<file path="src/design/cbpd_pkg.sv">
// Shared types, codes and character tables for the caption byte pair decoder.
package cbpd_pkg;

  typedef enum logic [2:0] {
    EV_CHAR      = 3'd0,
    EV_BACKSPACE = 3'd1,
    EV_PAC       = 3'd2,
    EV_MIDROW    = 3'd3,
    EV_TAB       = 3'd4,
    EV_MISC      = 3'd5,
    EV_TSPACE    = 3'd6
  } event_kind_t;

  localparam logic [7:0]  NULL_BYTE      = 8'h80;
  localparam logic [15:0] BLOCK_GLYPH    = 16'h2588;
  localparam logic [6:0]  FIRST_PRINT    = 7'h20;
  localparam logic [6:0]  TSPACE_CODE    = 7'h39;
  localparam logic [2:0]  TRACK_OFF      = 3'd0;
  localparam logic [2:0]  TRACK_F1_CH1   = 3'd1;
  localparam logic [2:0]  TRACK_F1_CH2   = 3'd2;
  localparam logic [2:0]  TRACK_F2_CH1   = 3'd3;
  localparam logic [2:0]  TRACK_F2_CH2   = 3'd4;
  localparam logic [3:0]  MISC_AOF       = 4'h2;
  localparam logic [3:0]  MISC_AON       = 4'h3;
  localparam logic [3:0]  MISC_TR        = 4'hA;
  localparam logic [3:0]  MISC_RTD       = 4'hB;

  typedef struct packed {
    event_kind_t kind;
    logic [15:0] char_code;
    logic [3:0]  misc_command;
    logic [2:0]  midrow_color;
    logic        midrow_underline;
    logic        midrow_italics;
    logic [6:0]  pac_high;
    logic [6:0]  pac_low;
    logic [1:0]  tab_columns;
    logic        last;
  } event_t;

  // Decoder state that follows the stream (channel 0 = channel one)
  typedef struct packed {
    logic       chan;
    logic       expect_repeat;
    logic [6:0] last_ctrl_high;
    logic [6:0] last_ctrl_low;
  } state_t;

  typedef struct packed {
    event_t [1:0] ev;
    logic [1:0]   count;
    state_t       nxt;
  } decode_t;

  function automatic logic [15:0] special_char(input logic [3:0] idx);
    logic [15:0] c;
    case (idx)
      4'h0: c = 16'h00AE;  4'h1: c = 16'h00B0;  4'h2: c = 16'h00BD;  4'h3: c = 16'h00BF;
      4'h4: c = 16'h2122;  4'h5: c = 16'h00A2;  4'h6: c = 16'h00A3;  4'h7: c = 16'h266A;
      4'h8: c = 16'h00E0;  4'h9: c = 16'h0020;  4'hA: c = 16'h00E8;  4'hB: c = 16'h00E2;
      4'hC: c = 16'h00EA;  4'hD: c = 16'h00EE;  4'hE: c = 16'h00F4;  4'hF: c = 16'h00FB;
      default: c = 16'h0020;
    endcase
    return c;
  endfunction

  function automatic logic [15:0] ext_sfm_char(input logic [4:0] idx);
    logic [15:0] c;
    case (idx)
      5'h00: c = 16'h00C1;  5'h01: c = 16'h00C9;  5'h02: c = 16'h00D3;  5'h03: c = 16'h00DA;
      5'h04: c = 16'h00DC;  5'h05: c = 16'h00FC;  5'h06: c = 16'h2018;  5'h07: c = 16'h00A1;
      5'h08: c = 16'h002A;  5'h09: c = 16'h0027;  5'h0A: c = 16'h2014;  5'h0B: c = 16'h00A9;
      5'h0C: c = 16'h2120;  5'h0D: c = 16'h2022;  5'h0E: c = 16'h201C;  5'h0F: c = 16'h201D;
      5'h10: c = 16'h00C0;  5'h11: c = 16'h00C2;  5'h12: c = 16'h00C7;  5'h13: c = 16'h00C8;
      5'h14: c = 16'h00CA;  5'h15: c = 16'h00CB;  5'h16: c = 16'h00EB;  5'h17: c = 16'h00CE;
      5'h18: c = 16'h00CF;  5'h19: c = 16'h00EF;  5'h1A: c = 16'h00D4;  5'h1B: c = 16'h00D9;
      5'h1C: c = 16'h00F9;  5'h1D: c = 16'h00DB;  5'h1E: c = 16'h00AB;  5'h1F: c = 16'h00BB;
      default: c = 16'h0020;
    endcase
    return c;
  endfunction

  function automatic logic [15:0] ext_pgd_char(input logic [4:0] idx);
    logic [15:0] c;
    case (idx)
      5'h00: c = 16'h00C3;  5'h01: c = 16'h00E3;  5'h02: c = 16'h00CD;  5'h03: c = 16'h00CC;
      5'h04: c = 16'h00EC;  5'h05: c = 16'h00D2;  5'h06: c = 16'h00F2;  5'h07: c = 16'h00D5;
      5'h08: c = 16'h00F5;  5'h09: c = 16'h007B;  5'h0A: c = 16'h007D;  5'h0B: c = 16'h005C;
      5'h0C: c = 16'h005E;  5'h0D: c = 16'h005F;  5'h0E: c = 16'h007C;  5'h0F: c = 16'h007E;
      5'h10: c = 16'h00C4;  5'h11: c = 16'h00E4;  5'h12: c = 16'h00D6;  5'h13: c = 16'h00F6;
      5'h14: c = 16'h00DF;  5'h15: c = 16'h00A5;  5'h16: c = 16'h00A4;  5'h17: c = 16'h007C;
      5'h18: c = 16'h00C5;  5'h19: c = 16'h00E5;  5'h1A: c = 16'h00D8;  5'h1B: c = 16'h00F8;
      5'h1C: c = 16'h231C;  5'h1D: c = 16'h231D;  5'h1E: c = 16'h231E;  5'h1F: c = 16'h231F;
      default: c = 16'h0020;
    endcase
    return c;
  endfunction

  function automatic logic [15:0] printable_char(input logic [6:0] ch);
    logic [15:0] c;
    case (ch)
      7'h27:   c = 16'h2019;
      7'h2A:   c = 16'h00E1;
      7'h5C:   c = 16'h00E9;
      7'h5E:   c = 16'h00ED;
      7'h5F:   c = 16'h00F3;
      7'h60:   c = 16'h00FA;
      7'h7B:   c = 16'h00E7;
      7'h7C:   c = 16'h00F7;
      7'h7D:   c = 16'h00D1;
      7'h7E:   c = 16'h00F1;
      7'h7F:   c = BLOCK_GLYPH;
      default: c = {9'd0, ch};
    endcase
    return c;
  endfunction

endpackage

</file>
<file path="src/design/cbpd_decode.sv">
// Combinational classification of one byte pair into up to two events.
module cbpd_decode import cbpd_pkg::*; (
  input  logic [7:0] first_byte,
  input  logic [7:0] second_byte,
  input  logic [2:0] caption_track,
  input  state_t     st,
  output decode_t    dec
);

  logic [6:0] a7;
  logic [6:0] b7;
  logic       off;
  logic       want;
  logic       null_pair;
  logic       parity_ok;
  logic       is_pac;
  logic       is_mid;
  logic       is_tab;
  logic       is_misc;
  logic       is_ctrl;
  logic       is_spec;
  logic       is_ext;
  logic       repeat_hit;
  logic       reserved;
  event_t     ev0;
  event_t     ev1;

  assign a7        = first_byte[6:0];
  assign b7        = second_byte[6:0];
  assign off       = !(caption_track inside {[TRACK_F1_CH1:TRACK_F2_CH2]});
  assign want      = (caption_track == TRACK_F1_CH2) || (caption_track == TRACK_F2_CH2);
  assign null_pair = (first_byte == NULL_BYTE) && (second_byte == NULL_BYTE);
  assign parity_ok = (^first_byte) && (^second_byte);

  assign is_pac  = (a7 inside {[7'h10:7'h1F]}) && (b7 >= 7'h40);
  assign is_mid  = (a7 inside {7'h11, 7'h19}) && (b7 inside {[7'h20:7'h2F]});
  assign is_tab  = (a7 inside {7'h17, 7'h1F}) && (b7 inside {[7'h21:7'h23]});
  assign is_misc = (a7 inside {7'h14, 7'h1C}) && (b7 inside {[7'h20:7'h2F]});
  assign is_ctrl = is_pac || is_mid || is_tab || is_misc;
  assign is_spec = (a7 inside {7'h11, 7'h19}) && (b7 inside {[7'h30:7'h3F]});
  assign is_ext  = (a7 inside {7'h12, 7'h13, 7'h1A, 7'h1B}) && (b7 inside {[7'h20:7'h3F]});

  assign repeat_hit = st.expect_repeat && (st.last_ctrl_high == a7) && (st.last_ctrl_low == b7);
  assign reserved   = is_misc && (b7[3:0] inside {MISC_AOF, MISC_AON, MISC_TR, MISC_RTD});

  always_comb begin
    ev0       = '0;
    ev1       = '0;
    dec.count = 2'd0;
    dec.nxt   = st;
    if (!off && !null_pair) begin
      if (!parity_ok) begin
        ev0.kind      = EV_CHAR;
        ev0.char_code = BLOCK_GLYPH;
        ev0.last      = 1'b1;
        dec.count     = 2'd1;
      end else if (is_ctrl) begin
        dec.nxt.chan = a7[3];
        if (a7[3] == want) begin
          if (repeat_hit) begin
            dec.nxt.expect_repeat = 1'b0;
          end else begin
            dec.nxt.expect_repeat  = 1'b1;
            dec.nxt.last_ctrl_high = a7;
            dec.nxt.last_ctrl_low  = b7;
            if (!reserved) begin
              dec.count = 2'd1;
              ev0.last  = 1'b1;
              if (is_pac) begin
                ev0.kind     = EV_PAC;
                ev0.pac_high = a7;
                ev0.pac_low  = b7;
              end else if (is_mid) begin
                ev0.kind             = EV_MIDROW;
                ev0.midrow_underline = b7[0];
                if (b7 >= 7'h2E) begin
                  ev0.midrow_italics = 1'b1;
                end else begin
                  ev0.midrow_color = b7[3:1];
                end
              end else if (is_tab) begin
                ev0.kind        = EV_TAB;
                ev0.tab_columns = b7[1:0];
              end else begin
                ev0.kind         = EV_MISC;
                ev0.misc_command = b7[3:0];
              end
            end
          end
        end
      end else begin
        dec.nxt.expect_repeat = 1'b0;
        if (is_spec) begin
          dec.nxt.chan = a7[3];
          if (a7[3] == want) begin
            dec.count = 2'd1;
            ev0.last  = 1'b1;
            if (b7 == TSPACE_CODE) begin
              ev0.kind = EV_TSPACE;
            end else begin
              ev0.kind      = EV_CHAR;
              ev0.char_code = special_char(b7[3:0]);
            end
          end
        end else if (is_ext) begin
          dec.nxt.chan = a7[3];
          if (a7[3] == want) begin
            dec.count = 2'd2;
            ev0.kind  = EV_BACKSPACE;
            ev1.kind  = EV_CHAR;
            ev1.last  = 1'b1;
            ev1.char_code = a7[0] ? ext_pgd_char(b7[4:0]) : ext_sfm_char(b7[4:0]);
          end
        end else if (st.chan == want) begin
          // Each byte at or above the printable base gives one character
          if ((a7 >= FIRST_PRINT) && (b7 >= FIRST_PRINT)) begin
            dec.count     = 2'd2;
            ev0.char_code = printable_char(a7);
            ev1.char_code = printable_char(b7);
            ev1.last      = 1'b1;
          end else if (a7 >= FIRST_PRINT) begin
            dec.count     = 2'd1;
            ev0.char_code = printable_char(a7);
            ev0.last      = 1'b1;
          end else if (b7 >= FIRST_PRINT) begin
            dec.count     = 2'd1;
            ev0.char_code = printable_char(b7);
            ev0.last      = 1'b1;
          end
        end
      end
    end
    dec.ev[0] = ev0;
    dec.ev[1] = ev1;
  end

endmodule

</file>
<file path="src/design/cbpd_event_buf.sv">
// Two-entry event queue that holds results until the output side takes them.
module cbpd_event_buf import cbpd_pkg::*; (
  input  logic         clk,
  input  logic         rst,
  input  event_t [1:0] push_ev,
  input  logic [1:0]   push_n,
  input  logic         pop,
  output event_t       head,
  output logic [1:0]   count
);

  event_t [1:0] slot;
  event_t [1:0] slot_next;
  logic [1:0]   count_next;
  logic [1:0]   base;
  logic [1:0]   rel;

  assign base = count - {1'b0, pop};

  always_comb begin
    slot_next    = slot;
    rel          = 2'd0;
    if (pop) begin
      slot_next[0] = slot[1];
    end
    for (int p = 0; p < 2; p++) begin
      rel = 2'(p) - base;
      if (rel < push_n) begin
        slot_next[p] = push_ev[rel[0]];
      end
    end
    count_next = base + push_n;
  end

  always_ff @(posedge clk) begin
    slot <= slot_next;
    if (rst) begin
      count <= 2'd0;
    end else begin
      count <= count_next;
    end
  end

  assign head = slot[0];

endmodule

</file>
<file path="src/design/caption_byte_pair_decoder.sv">
// Top level of the caption byte pair decoder: input register, decode, event queue.
//
//  Channel  Direction  Signals                    Contents (lowest bit first)
//  -------  ---------  -------------------------  --------------------------------------
//  s_axis   in         tvalid tready tdata[15:0]  first_byte, second_byte
//  m_axis   out        tvalid tready tdata[47:0]  char_code, misc_command, midrow_color,
//                      tuser[2:0] tlast           midrow_underline, midrow_italics,
//                                                 pac_high, pac_low, tab_columns, zeros
//  cfg      in         cfg_we cfg_wdata[2:0]      caption_track
//
// A pair is registered on its transaction, decoded in the next cycle and its events
// (none, one or two) are written into a two-entry queue whose head is offered on
// m_axis. One pair per cycle is sustained while m_axis does not stall and
// each pair gives at most one event; a two-event pair (extended character, two
// printable bytes) fills the queue faster than the single output port, which
// passes one event at a time, can drain it.
// Reset clears the queue, the input register, the track (captions off) and the
// channel and repeat state. A stall on m_axis fills the queue, then holds the input
// register, then drops s_axis_tready.
module caption_byte_pair_decoder import cbpd_pkg::*; (
  input  logic        clk,
  input  logic        rst,
  input  logic        s_axis_tvalid,
  output logic        s_axis_tready,
  input  logic [15:0] s_axis_tdata,   // [7:0] first_byte, [15:8] second_byte
  output logic        m_axis_tvalid,
  input  logic        m_axis_tready,
  // [15:0] char_code, [19:16] misc_command, [22:20] midrow_color,
  // [23] midrow_underline, [24] midrow_italics, [31:25] pac_high,
  // [38:32] pac_low, [40:39] tab_columns, [47:41] zero
  output logic [47:0] m_axis_tdata,
  output logic [2:0]  m_axis_tuser,   // [2:0] event_kind
  output logic        m_axis_tlast,   // last event of the pair
  input  logic        cfg_we,
  input  logic [2:0]  cfg_wdata       // caption_track
);

  logic [2:0]  caption_track;
  logic        field2;
  state_t      st;
  logic        in_valid;
  logic [15:0] in_pair;
  decode_t     dec;
  event_t      head;
  logic [1:0]  count;
  logic        pop;
  logic        advance;
  logic [1:0]  push_n;
  logic        s_accept;
  logic        cfg_field2;

  assign s_accept = s_axis_tvalid && s_axis_tready;
  assign pop      = m_axis_tvalid && m_axis_tready;
  // Move the registered pair on only when its events fit beside what the queue keeps
  assign advance  = in_valid &&
                    ((3'(count) - 3'(pop) + 3'(dec.count)) <= 3'd2);
  assign push_n   = advance ? dec.count : 2'd0;
  assign s_axis_tready = !in_valid || advance;

  // Hold the pair until it is decoded
  always_ff @(posedge clk) begin
    if (s_accept) begin
      in_pair <= s_axis_tdata;
    end
    if (rst) begin
      in_valid <= 1'b0;
    end else if (s_accept) begin
      in_valid <= 1'b1;
    end else if (advance) begin
      in_valid <= 1'b0;
    end
  end

  cbpd_decode u_decode (
    .first_byte    (in_pair[7:0]),
    .second_byte   (in_pair[15:8]),
    .caption_track (caption_track),
    .st            (st),
    .dec           (dec)
  );

  // Field two is selected by tracks three and four; a field change resets the channel
  assign cfg_field2 = (cfg_wdata >= TRACK_F2_CH1);

  always_ff @(posedge clk) begin
    if (rst) begin
      caption_track <= TRACK_OFF;
      field2        <= 1'b0;
      st            <= '0;
    end else if (cfg_we) begin
      caption_track <= cfg_wdata;
      if (cfg_wdata inside {[TRACK_F1_CH1:TRACK_F2_CH2]}) begin
        field2 <= cfg_field2;
        if (cfg_field2 != field2) begin
          st.chan <= 1'b0;
        end
      end
    end else if (advance) begin
      st <= dec.nxt;
    end
  end

  cbpd_event_buf u_event_buf (
    .clk     (clk),
    .rst     (rst),
    .push_ev (dec.ev),
    .push_n  (push_n),
    .pop     (pop),
    .head    (head),
    .count   (count)
  );

  assign m_axis_tvalid = (count != 2'd0);
  assign m_axis_tuser  = head.kind;
  assign m_axis_tlast  = head.last;
  assign m_axis_tdata  = {7'd0, head.tab_columns, head.pac_low, head.pac_high,
                          head.midrow_italics, head.midrow_underline, head.midrow_color,
                          head.misc_command, head.char_code};

endmodule

</file>
<file path="config.mk">
export PLATFORM = sky130hd
export DESIGN_NAME = caption_byte_pair_decoder
export DESIGN_NICKNAME = d
export VERILOG_FILES = /design/src/design/cbpd_pkg.sv /design/src/design/cbpd_decode.sv /design/src/design/cbpd_event_buf.sv /design/src/design/caption_byte_pair_decoder.sv
export SDC_FILE = /design/constraint.sdc
export NUM_CORES = 1
export LEC_CHECK = 0
export BUFFER_PORTS_ARGS = -buffer_cell sky130_fd_sc_hd__buf_2
export CORE_UTILIZATION = 25
export CTS_CLUSTER_SIZE = 10
export DETAILED_ROUTE_END_ITERATION = 10
export REMOVE_ABC_BUFFERS = 1
export SETUP_SLACK_MARGIN = 0.02
export SYNTH_ARGS = -nofsm -noshare
export SYNTH_HDL_FRONTEND = slang
export SYNTH_SLANG_ARGS = --single-unit
</file>
<file path="constraint.sdc">
create_clock -name clk -period 9.7 [get_ports clk]
set_clock_uncertainty 0.1 [all_clocks]
set_input_delay 2.91 -clock clk [delete_from_list [all_inputs] [get_ports clk]]
set_output_delay 2.91 -clock clk [all_outputs]
set_load 0.01 [all_outputs]
</file>
Word-level counts from Yosys, hierarchy flattened
Memory sizes are Yosys's and may differ from the RTL's. A register that Yosys moved wholly into a read port is not among the register bits. Index checks and enable logic that the tools add are counted.

Order comparisons: 21. Bitwise logic cells: 2. Equal/unequal tests: 49. Reduce and logical (&&, ||, !) cells: 48. $add $sub $neg: 6. Muxes and demuxes: 99.

Operators by type and width (count): $mux 45 (7); $pmux 14 s11 (2); $mux 16 (13); $mux 19 (7); $eq 7x7->1 const B (18); $mux 26 (3); $eq 7x5->1 const B (10); $mux 14 (4); $mux 25 (2); $eq 7x6->1 const B (5); $ge 7x6->1 const B (5); $mux 1 (30); $mux 3 (9); $mux 2 (12); $logic_and 1x1->1 (23); $le 7x6->1 const B (3); $mux 18 (1); $reduce_bool 2->1 (9); $eq 8x8->1 const B (2); $mux 4 (4); $reduce_xor 8->1 (2); $mux 15 (1); $mux 5 (3); $eq 7x7->1 (2); other kinds (31) (48).

Flip-flop bits (word level): 129. Input bits: 24. Memories: 3. Memory bits (read-only): 848.

Memories: (no name shown) (depth 32, bits a word 11, read ports 1, clocked after Yosys merged registers in 1, write ports 0, line cbpd_pkg.sv:85) `case (idx)`; (no name shown) (depth 32, bits a word 10, read ports 1, clocked after Yosys merged registers in 1, write ports 0, line cbpd_pkg.sv:69) `case (idx)`; (no name shown) (depth 16, bits a word 11, read ports 1, clocked after Yosys merged registers in 1, write ports 0, line cbpd_pkg.sv:57) `case (idx)`.

Depth between registers and ports, before layout
Gate-level depths: netlist of run 1.

Depth in word-level cells: 16. Depth in mapped cells: 28.

Hierarchy
Synthesis of run 1 repeated with hierarchy kept, for this count alone.

Cell total of the unflattened synthesis: 988. Area total of the unflattened synthesis: 10364.9 um^2.

By module, submodules not included: cbpd_event_buf (instances 1, seq. area each 2742.6 um^2, area each 4998.5 um^2, cells each 305); cbpd_decode (instances 1, seq. area each 0.0 um^2, area each 3880.0 um^2, cells each 563); caption_byte_pair_decoder (instances 1, seq. area each 900.9 um^2, area each 1486.4 um^2, cells each 120).

Worst setup path before layout of run 1
Ideal clock, no wire load.

Kind: in2out. Start: in m_axis_tready. End: out s_axis_tready. Buffers on the path: 2. Slack: 1.654 ns. Stages on the path: 10. Arrival: 5.036 ns. Required time: 6.690 ns. Path through: and2_1 -> ha_1 -> inv_1 -> clkbuf_1 -> clkbuf_1 -> ha_1 -> inv_1 -> fa_1 -> nor2b_1 -> o21ai_2.

Cells in the longest elaborated chain, start to end: 6.

RTL lines: from (decl) (line caption_byte_pair_decoder.sv:27) `input logic m_axis_tready,`; $logic_and 1x1->1 (line caption_byte_pair_decoder.sv:53) `assign pop = m_axis_tvalid && m_axis_tready;`; $sub 2x1->3 (line caption_byte_pair_decoder.sv:56) `((3'(count) - 3'(pop) + 3'(dec.count)) <= 3'd2);`; $add 3x2->3 (line caption_byte_pair_decoder.sv:56); $le 3x2->1 (line caption_byte_pair_decoder.sv:56); $logic_and 1x1->1 (line caption_byte_pair_decoder.sv:55) `assign advance = in_valid &&`; $logic_or 1x1->1 (line caption_byte_pair_decoder.sv:58) `assign s_axis_tready = !in_valid || advance;`; to (decl) (line caption_byte_pair_decoder.sv:24) `output logic s_axis_tready,`.

No other way between the ends.

Worst setup path in the final report of run 1
Ends and elaborated chain as after synthesis.

==> impl_metrics.tcl, run 1 <==
set metrics [dict create \
    crit_fanout 24 \
    finalNonFillerCells 1419 \
    routed_via_density 5.165 \
    io_pins 78 \
    cts_root_buf "clkbuf_16" \
    cp.arrival_ns 5.32 \
    place_congestion 0.8815 \
    fin_util_pct 28.06 \
    path_clk_slew_ns 0.06 \
    tns_ns 0 \
    die_x_um 196.0 \
    yosysMostFrequentCell "edfxtp_1" \
    wire_per_inst_um 18.86 \
    synthFlopType "edfxtp_1" \
    dieHeight_um 196.0 \
    synth_warnings 0 \
    setup_violations 0 \
    io_buffers 66 \
    netlist_area_um2 9407 \
    fmax_ghz 0.1200 \
    vias 7329 \
    fp-row-count 70 \
    ys_ff_latch 150 \
    drv_cap 0 \
    cpLargestDelayFamily "adder cells" \
    worstSetupPathType "input port to primary output" \
    fill_cells 3893 \
    power.leakage_nw 3.957 \
    synth.avg_cell_area_um2 9.943 \
    synthCells 946 \
    slowest_delay_ns 0.80 \
    cts_tree "yes" \
    worstHoldPathType "flop to flop" \
    crit_chain "buf_2 > and2_1 > ha_1 > inv_1 > ha_1 > inv_1 > fa_1 > nor2b_1 > o21ai_2 > buf_2" \
    drc_errors 0 \
    diodes 0 \
    cts.repair.resized 0 \
    first_pass_iters 5 \
    rsz0062_at_grt "false" \
    vdd_ir_drop_max_mv 0.1360 \
    hold_viol_final 0 \
    maxSlewHeadroom_pct 21.20 \
    floorplan.initialDensity_pct 25.57 \
    cts_made_buffers 17 \
    start_kind "input port" \
    maxSlewViolCount 0 \
    post-dp-hpwl_mm 18.96 \
    areaGrowthSynthToFinish_pct 9.737 \
    worst_pin_slew_ns 1.152 \
    drtAntennaViolNets 0 \
    run_status "complete, no violations" \
    cp.required_ns 6.69 \
    stdcell_area_um2 10320 \
    end_kind "primary output" \
    synth_seq_area_share_pct 42.35 \
    synth_area_leaders "edfxtp_1 31%, dfxtp_1 11%, ha_1 5.9%" \
    ys_top_cells_by_count "98 x edfxtp_1, 68 x nor2_1, 66 x nand2_1" \
    grt_max_degree 44 \
    track_usage_pct 14.12 \
    cts_buffer_depth 2 \
    grt_pass1_wl_mm 41.93 \
    dp_cells 1387 \
    yosysUniqueCellTypes 90 \
    fp.coreArea_um2 36790 \
    cts_setup_buffers 0 \
    fin_ws_ns 1.370 \
    synth.top_cell.area_share_pct 31.28 \
    fin_nets 1007 \
    h-tree-depth 4 \
    routed_wl_mm 26.77 \
    drive_gt1_share_pct 15.46 \
    drt_iter0_markers 749 \
    first_global_vias 7149 \
    holdBufCountCts 0 \
    synth-edff-count 98 \
    grt_antenna_before_repair 0 \
    dieArea_um2 38410 \
    worst_path_max_delay_cell "ha_1" \
    critical_path_buf_inv_count 4 \
    grt-ovfl-total 0 \
    clk_latency_ns 0.43 \
    power_density_nw_per_um2 315.7 \
    pre_cts_ws_ns 1.398 \
    ys_async_sr_fraction_pct 0 \
    finalCriticalPeriod_ns 8.330 \
    synth_largest_area_cell "edfxtp_1" \
    cts_sinks 150 \
    post-route-period-util_pct 85.88 \
    postPlaceCellArea_um2 9742 \
]
metrics by stage:
stage                     power, mW  hold slack [ns]
final                         3.258           0.3594
after global routing          3.476           0.3779
after CTS                     3.284           0.3620
after detailed placement      2.610           0.3534
after global placement        2.594           0.3497
after floorplan               2.083           0.3306
cell type report:
class	count	area (um^2)	area share (%)
repair buffers	77	412.9	4.000
flip-flops and latches	150	3984	38.59
multi-input cells	661	4643	44.98
clock buffers	17	425.4	4.121
inverters	31	116.4	1.127
well taps	468	585.6	5.673
clock inverters	15	155.1	1.503
power by group:
group,switching (mW),internal (mW),total (mW)
Clock,0.288,0.380,0.668
Sequential,0.122,1.05,1.17
Combinational,0.930,0.486,1.42
cells in the final DEF, fill, tap and decap left out, types with 7 or more instances in the layout:
| cell | n |
|---|---|
| buf_2 | 66 |
| a32oi_1 | 7 |
| a22o_1 | 15 |
| ha_1 | 44 |
| o22ai_1 | 13 |
| a21oi_1 | 23 |
| o21ai_1 | 7 |
| nor4_1 | 17 |
| nor2_1 | 68 |
| o211ai_1 | 18 |
| nand2_1 | 66 |
| buf_4 | 11 |
| a32o_1 | 11 |
| xnor2_1 | 23 |
| nand4_1 | 26 |
| and2_1 | 7 |
| mux2i_1 | 38 |
| nor3_1 | 23 |
| nand3_1 | 36 |
| conb_1 | 12 |
| clkbuf_16 | 17 |
| edfxtp_1 | 98 |
| inv_1 | 30 |
| dfxtp_1 | 52 |
| and3_1 | 15 |
| o21ai_0 | 35 |
| a31oi_1 | 11 |
| a21boi_0 | 7 |
worst paths after layout:
path	startpoint	endpoint	slack (ns)	cells past startpoint
max reg2reg	in_pair[0]$_DFFE_PP_	u_event_buf.head[11]$_DFFE_PP_	2.27	22
min	st[14]$_SDFFE_PP0P_	st[14]$_SDFFE_PP0P_	0.36	2
min reg2reg	st[14]$_SDFFE_PP0P_	st[14]$_SDFFE_PP0P_	0.36	2
max	m_axis_tready	s_axis_tready	1.37	10
worst min-delay path, cell delays in order, from the launching register on:
cell and delay [ns]:
dfxtp_1 0.31, nand2_1 0.05, a21oi_1 0.05
cells by family after synthesis:
family	after synthesis	synth area share, %
compound gates	225	17.56
xor+xnor	28	2.607
fa+ha+maj	45	6.065
buf+inv	146	8.912
flops	150	42.35
mux	45	4.868
other cells	1	0.03987
simple gates	306	17.60
layer usage:
metal	vias to the layer above	track usage [%]	routed length, um
met5	-	0	0
met1	3584	19.31	12630
met2	228	22.58	12440
met4	0	4.080	355
met3	27	2.630	1340
li1	3490	-	-
No activity file was read; power rests on OpenSTA's default activity.
==> run 2: changes to the inputs <==
CORE_MARGIN = 2   (was unset)
RECOVER_POWER = 100   (was unset)
==> run 2 against run 1 <==
  * The run now ends with capacitance limit, slew limit left
  * Worst setup slack lost 0.25 ns
  * Non-clock buffer count increased by 3
  * Clock power up 0.6%
  * Worst hold slack gained 0.010 ns
  * Critical endpoint unchanged
  * Routed wire length grew 0.25%
  * Fmax down 2.9%
  * Core utilization decreased by 0.48 points
  * Final cell count increased by 3.2%
  * Via count grew 1.6%
  * Cell area about the same
  * Sequential share of layout area about the same
  * Largest power group unchanged
==> impl_metrics.tcl, run 2 (synthesis gave the netlist of run 1 again) <==
set metrics [dict create \
    run_status "finished, violations left" \
    failed_checks "capacitance limit, slew limit" \
    cts_root_buf "clkbuf_16" \
    power_density_nw_per_um2 314.3 \
    finalCriticalPeriod_ns 8.578 \
    vias 7446 \
    routed_via_density 5.083 \
    drt_iter0_markers 878 \
    worst_pin_slew_ns 2.445 \
    post-route-period-util_pct 88.44 \
    fp-row-count 71 \
    fmax_ghz 0.1166 \
    first_pass_iters 8 \
    holdBufCountCts 0 \
    floorplan.initialDensity_pct 25.15 \
    fin_nets 1010 \
    drv_cap 2 \
    final_common_cell "edfxtp_1" \
    cp.arrival_ns 5.57 \
    wire_per_inst_um 18.32 \
    final_cell_mix "98 x edfxtp_1, 68 x nor2_1, 67 x nand2_1, 55 x clkbuf_1, 52 x dfxtp_1" \
    dieHeight_um 198.0 \
    drtAntennaViolNets 0 \
    drive_gt1_share_pct 9.434 \
    dieArea_um2 39190 \
    drc_errors 0 \
    setup_violations 0 \
    grt_antenna_before_repair 0 \
    cts_tree "yes" \
    grt-ovfl-total 0 \
    areaGrowthSynthToFinish_pct 9.643 \
    worstHoldPathType "flop to flop" \
    io_pins 78 \
    end_kind "primary output" \
    place_congestion 0.9186 \
    worstSetupPathType "input port to primary output" \
    post-dp-hpwl_mm 19.26 \
    path_clk_slew_ns 0.07 \
    first_global_vias 6991 \
    grt_pass1_wl_mm 41.48 \
    track_usage_pct 13.86 \
    cts_setup_buffers 0 \
    routed_wl_mm 26.84 \
    io_buffers 66 \
    cts_buffer_depth 2 \
    fp.coreArea_um2 37400 \
    rsz0062_at_grt "false" \
    clk_latency_ns 0.43 \
    tns_ns 0 \
    vdd_ir_drop_max_mv 0.1425 \
    grt_max_degree 44 \
    cts_made_buffers 17 \
    hold_viol_final 0 \
    diodes 0 \
    crit_fanout 24 \
    power_mw 3.241 \
    maxSlewViolCount 84 \
    power.leakage_nw 3.844 \
    cp.required_ns 6.69 \
    start_kind "input port" \
    die_x_um 198.0 \
    fill_cells 3986 \
    maxSlewHeadroom_pct -63.03 \
    h-tree-depth 4 \
    cts.repair.resized 0 \
    cts_sinks 150 \
]
[run 2: changes by cell type in the layout (fill, tap and decap cells not counted), moves of 2 or more]
| cell | change |
|---|---|
| inv_6 | -2 |
| o21ai_1 | -4 |
| o21ai_0 | +4 |
| mux2_2 | -2 |
| and2_0 | +2 |
| clkinv_2 | +2 |
| clkbuf_1 | +55 |
| mux2_1 | +2 |
| and2_1 | -2 |
| buf_2 | -50 |
| clkinvlp_4 | -5 |
[run 2: where the power goes]
| group | total (mW) | switching (mW) | internal, mW | leakage (nW) |
|---|---|---|---|---|
| Combinational | 1.41 | 0.956 | 0.453 | 2.18 |
| Sequential | 1.16 | 0.0995 | 1.06 | 1.37 |
| Clock | 0.672 | 0.270 | 0.401 | 0.297 |
[run 2: layer usage]
layer	wire (um)	share of wire, %	global-route usage [%]	up-vias
li1	-	-	-	3506
met1	12490	47	19.16	3609
met2	12210	46	21.66	291
met3	1593	5.9	2.810	40
met4	535	2.0	4.372	0
met5	0	0	0	-
[run 2: final timing paths]
| kind | start | end | slack, ns | cells after the start |
|---|---|---|---|---|
| setup / recovery | m_axis_tready | s_axis_tready | 1.12 | 11 |
| hold / removal | st[14]$_SDFFE_PP0P_ | st[14]$_SDFFE_PP0P_ | 0.37 | 2 |
| setup reg to reg | in_pair[13]$_DFFE_PP_ | u_event_buf.head[4]$_DFFE_PP_ | 2.20 | 21 |
| hold reg to reg | st[14]$_SDFFE_PP0P_ | st[14]$_SDFFE_PP0P_ | 0.37 | 2 |
[run 2: cell type report]
| class | count | area [um^2] | share of cell area [%] |
|---|---|---|---|
| Multi-Input combinational cell | 661 | 4619 | 44.79 |
| Timing Repair Buffer | 80 | 361.6 | 3.506 |
| Sequential cell | 150 | 3984 | 38.63 |
| Tap cell | 511 | 639.4 | 6.199 |
| Inverter | 31 | 116.4 | 1.128 |
| Clock inverter | 11 | 121.4 | 1.177 |
| Clock buffer | 21 | 471.7 | 4.574 |
[run 2: critical path: stages]
cell and delay (ns):
buf_2 0.10, and2_0 0.17, ha_1 0.29, clkbuf_1 0.74
inv_1 0.15, ha_1 0.25, inv_1 0.06, fa_1 0.40
nor2b_1 0.19, o21ai_2 0.14, clkbuf_1 0.15
[run 2: per-stage QoR]
step	util, %	cells	area (um^2)	hold WS (ns)	worst slack [ns]
2_1_floorplan	-	842	8726	0.3306	1.645
3_3_place_gp	26.25	1433	9818	0.3495	1.731
3_5_place_dp	26.25	1433	9818	0.3536	1.708
4_1_cts	27.84	1465	10410	0.3657	1.702
5_1_grt	27.58	1465	10310	0.3911	0.8122
6_report	27.58	1465	10310	0.3694	1.122
==> run 3: changes to the inputs <==
CTS_CLUSTER_DIAMETER = 80   (was unset)
RECOVER_POWER = 25   (was 100)
==> run 3 against run 2 <==
  * The run now ends clean
  * Sequential share of layout area fell by 0.11 points
  * Fmax is 0.13% lower
  * Sequential cell count stayed put
  * Combinational power about the same
  * Total power is 0.13% higher
  * First-iteration DRC count down 3.9%
  * Non-clock buffer count did not move
  * Clock power about the same
  * Critical path depth unchanged
  * Cell area is 0.28% higher
  * Worst hold slack got worse by 0.00099 ns
  * Register-to-register slack improved by 0.30 ns
  * Critical path type unchanged
  * Critical endpoint unchanged
==> impl_metrics.tcl, run 3 (synthesis gave the netlist of run 1 again) <==
set metrics [dict create \
    path_clk_slew_ns 0.07 \
    cts_made_buffers 17 \
    holdBufCountCts 0 \
    first_pass_iters 6 \
    cp.arrival_ns 5.58 \
    drc_errors 0 \
    routed_via_density 5.110 \
    run_status "complete, no violations" \
    final_common_cell "edfxtp_1" \
    final_cell_mix "98 x edfxtp_1, 68 x nor2_1, 66 x nand2_1, 53 x clkbuf_1, 52 x dfxtp_1" \
    cts_sinks 150 \
    track_usage_pct 13.86 \
    cts_setup_buffers 0 \
    crit_chain "buf_2 > and2_0 > ha_1 > clkbuf_1 > inv_1 > ha_1 > inv_1 > fa_1 > nor2b_1 > o21ai_2 > buf_2" \
    finalCriticalPeriod_ns 8.590 \
    worstSetupPathType "input port to primary output" \
    pre_cts_ws_ns 1.708 \
    dp_cells 1433 \
    clk_latency_ns 0.43 \
    grt-ovfl-total 0 \
    grt_pass1_wl_mm 41.48 \
    power.leakage_nw 3.850 \
    maxSlewViolCount 0 \
    start_kind "input port" \
    h-tree-depth 4 \
    drive_gt1_share_pct 10.27 \
    drt_iter0_markers 844 \
    cts_buffer_depth 2 \
    post-dp-hpwl_mm 19.26 \
    fmax_ghz 0.1164 \
    routed_wl_mm 26.91 \
    cp.required_ns 6.69 \
    floorplan.initialDensity_pct 25.15 \
    setup_violations 0 \
    end_kind "primary output" \
    dieArea_um2 39190 \
    dieHeight_um 198.0 \
    vias 7486 \
    rsz0062_at_grt "false" \
    worst_path_max_delay_cell "clkbuf_1" \
    io_pins 78 \
    drv_cap 0 \
    areaGrowthSynthToFinish_pct 9.949 \
    tns_ns 0 \
    power_density_nw_per_um2 313.8 \
    post-route-period-util_pct 88.55 \
    hold_depth 2 \
    slowest_delay_ns 0.74 \
    diodes 0 \
    grt_antenna_before_repair 0 \
    hold_ws_ns 0.3684 \
    rr_worst_depth 21 \
    wire_per_inst_um 18.37 \
    cts_tree "yes" \
    maxSlewHeadroom_pct 10.71 \
    grt_max_degree 44 \
    r2r-start "in_pair[6]$_DFFE_PP_" \
    worst_pin_slew_ns 1.306 \
    worstHoldPathType "flop to flop" \
    cts_root_buf "clkbuf_16" \
    hp-start "st[14]$_SDFFE_PP0P_" \
    vdd_ir_drop_max_mv 0.1431 \
    fin_ws_ns 1.110 \
    place_congestion 0.9186 \
    hold_viol_final 0 \
    fin_nets 1010 \
    finalNonFillerCells 1465 \
    cp-startpoint "m_axis_tready" \
    cts.repair.resized 0 \
    fp-row-count 71 \
    die_x_um 198.0 \
    first_global_vias 6991 \
    crit_fanout 24 \
    drtAntennaViolNets 0 \
    fp.coreArea_um2 37400 \
    io_buffers 66 \
]
[run 3: path summary, 6_finish.rpt]
path                            slack, ns                             to
worst max-delay path                 1.11                  s_axis_tready
worst min-delay path                 0.37            st[14]$_SDFFE_PP0P_
worst max register to register       2.50  u_event_buf.head[4]$_DFFE_PP_
worst min register to register       0.37            st[14]$_SDFFE_PP0P_
[run 3: cell type report]
cell class                 instances  area (um^2)
multi-input combinational        661         4643
clock inverter                    11        121.4
sequential                       150         3984
clock buffer                      21        471.7
inverter                          31        116.4
timing repair buffer              80        366.6
tap                              511        639.4
fill                            3984        27060
[run 3: layer usage]
layer	vias up	share of wire (%)	track usage, %	wire length, um
met5	-	0	0	0
met4	0	2.1	4.372	558
met3	41	6.2	2.810	1678
met2	291	45	21.66	12220
met1	3651	46	19.16	12460
li1	3503	-	-	-
[run 3: stage by stage]
stage | cell area (um^2) | power, mW | util [%]
after global placement | 9818 | 2.596 | 26.25
final | 10340 | 3.245 | 27.65
after global routing | 10340 | 3.471 | 27.65
after floorplan | 8726 | 2.083 | -
after CTS | 10410 | 3.301 | 27.84
after detailed placement | 9818 | 2.613 | 26.25
[run 3: critical path: cells and delay by family]
kind,cells,cell delay (ns)
adders and majority gates,3,0.94
AOI/OAI and AO/OA,1,0.14
and+or+nand+nor,2,0.36
buffers and inverters,5,1.21
[run 3: report_power, final]
group | total, mW | internal (mW) | switching (mW)
Sequential | 1.15 | 1.05 | 0.0996
Combinational | 1.42 | 0.460 | 0.963
Clock | 0.672 | 0.401 | 0.270
Total | 3.25 | 1.91 | 1.33
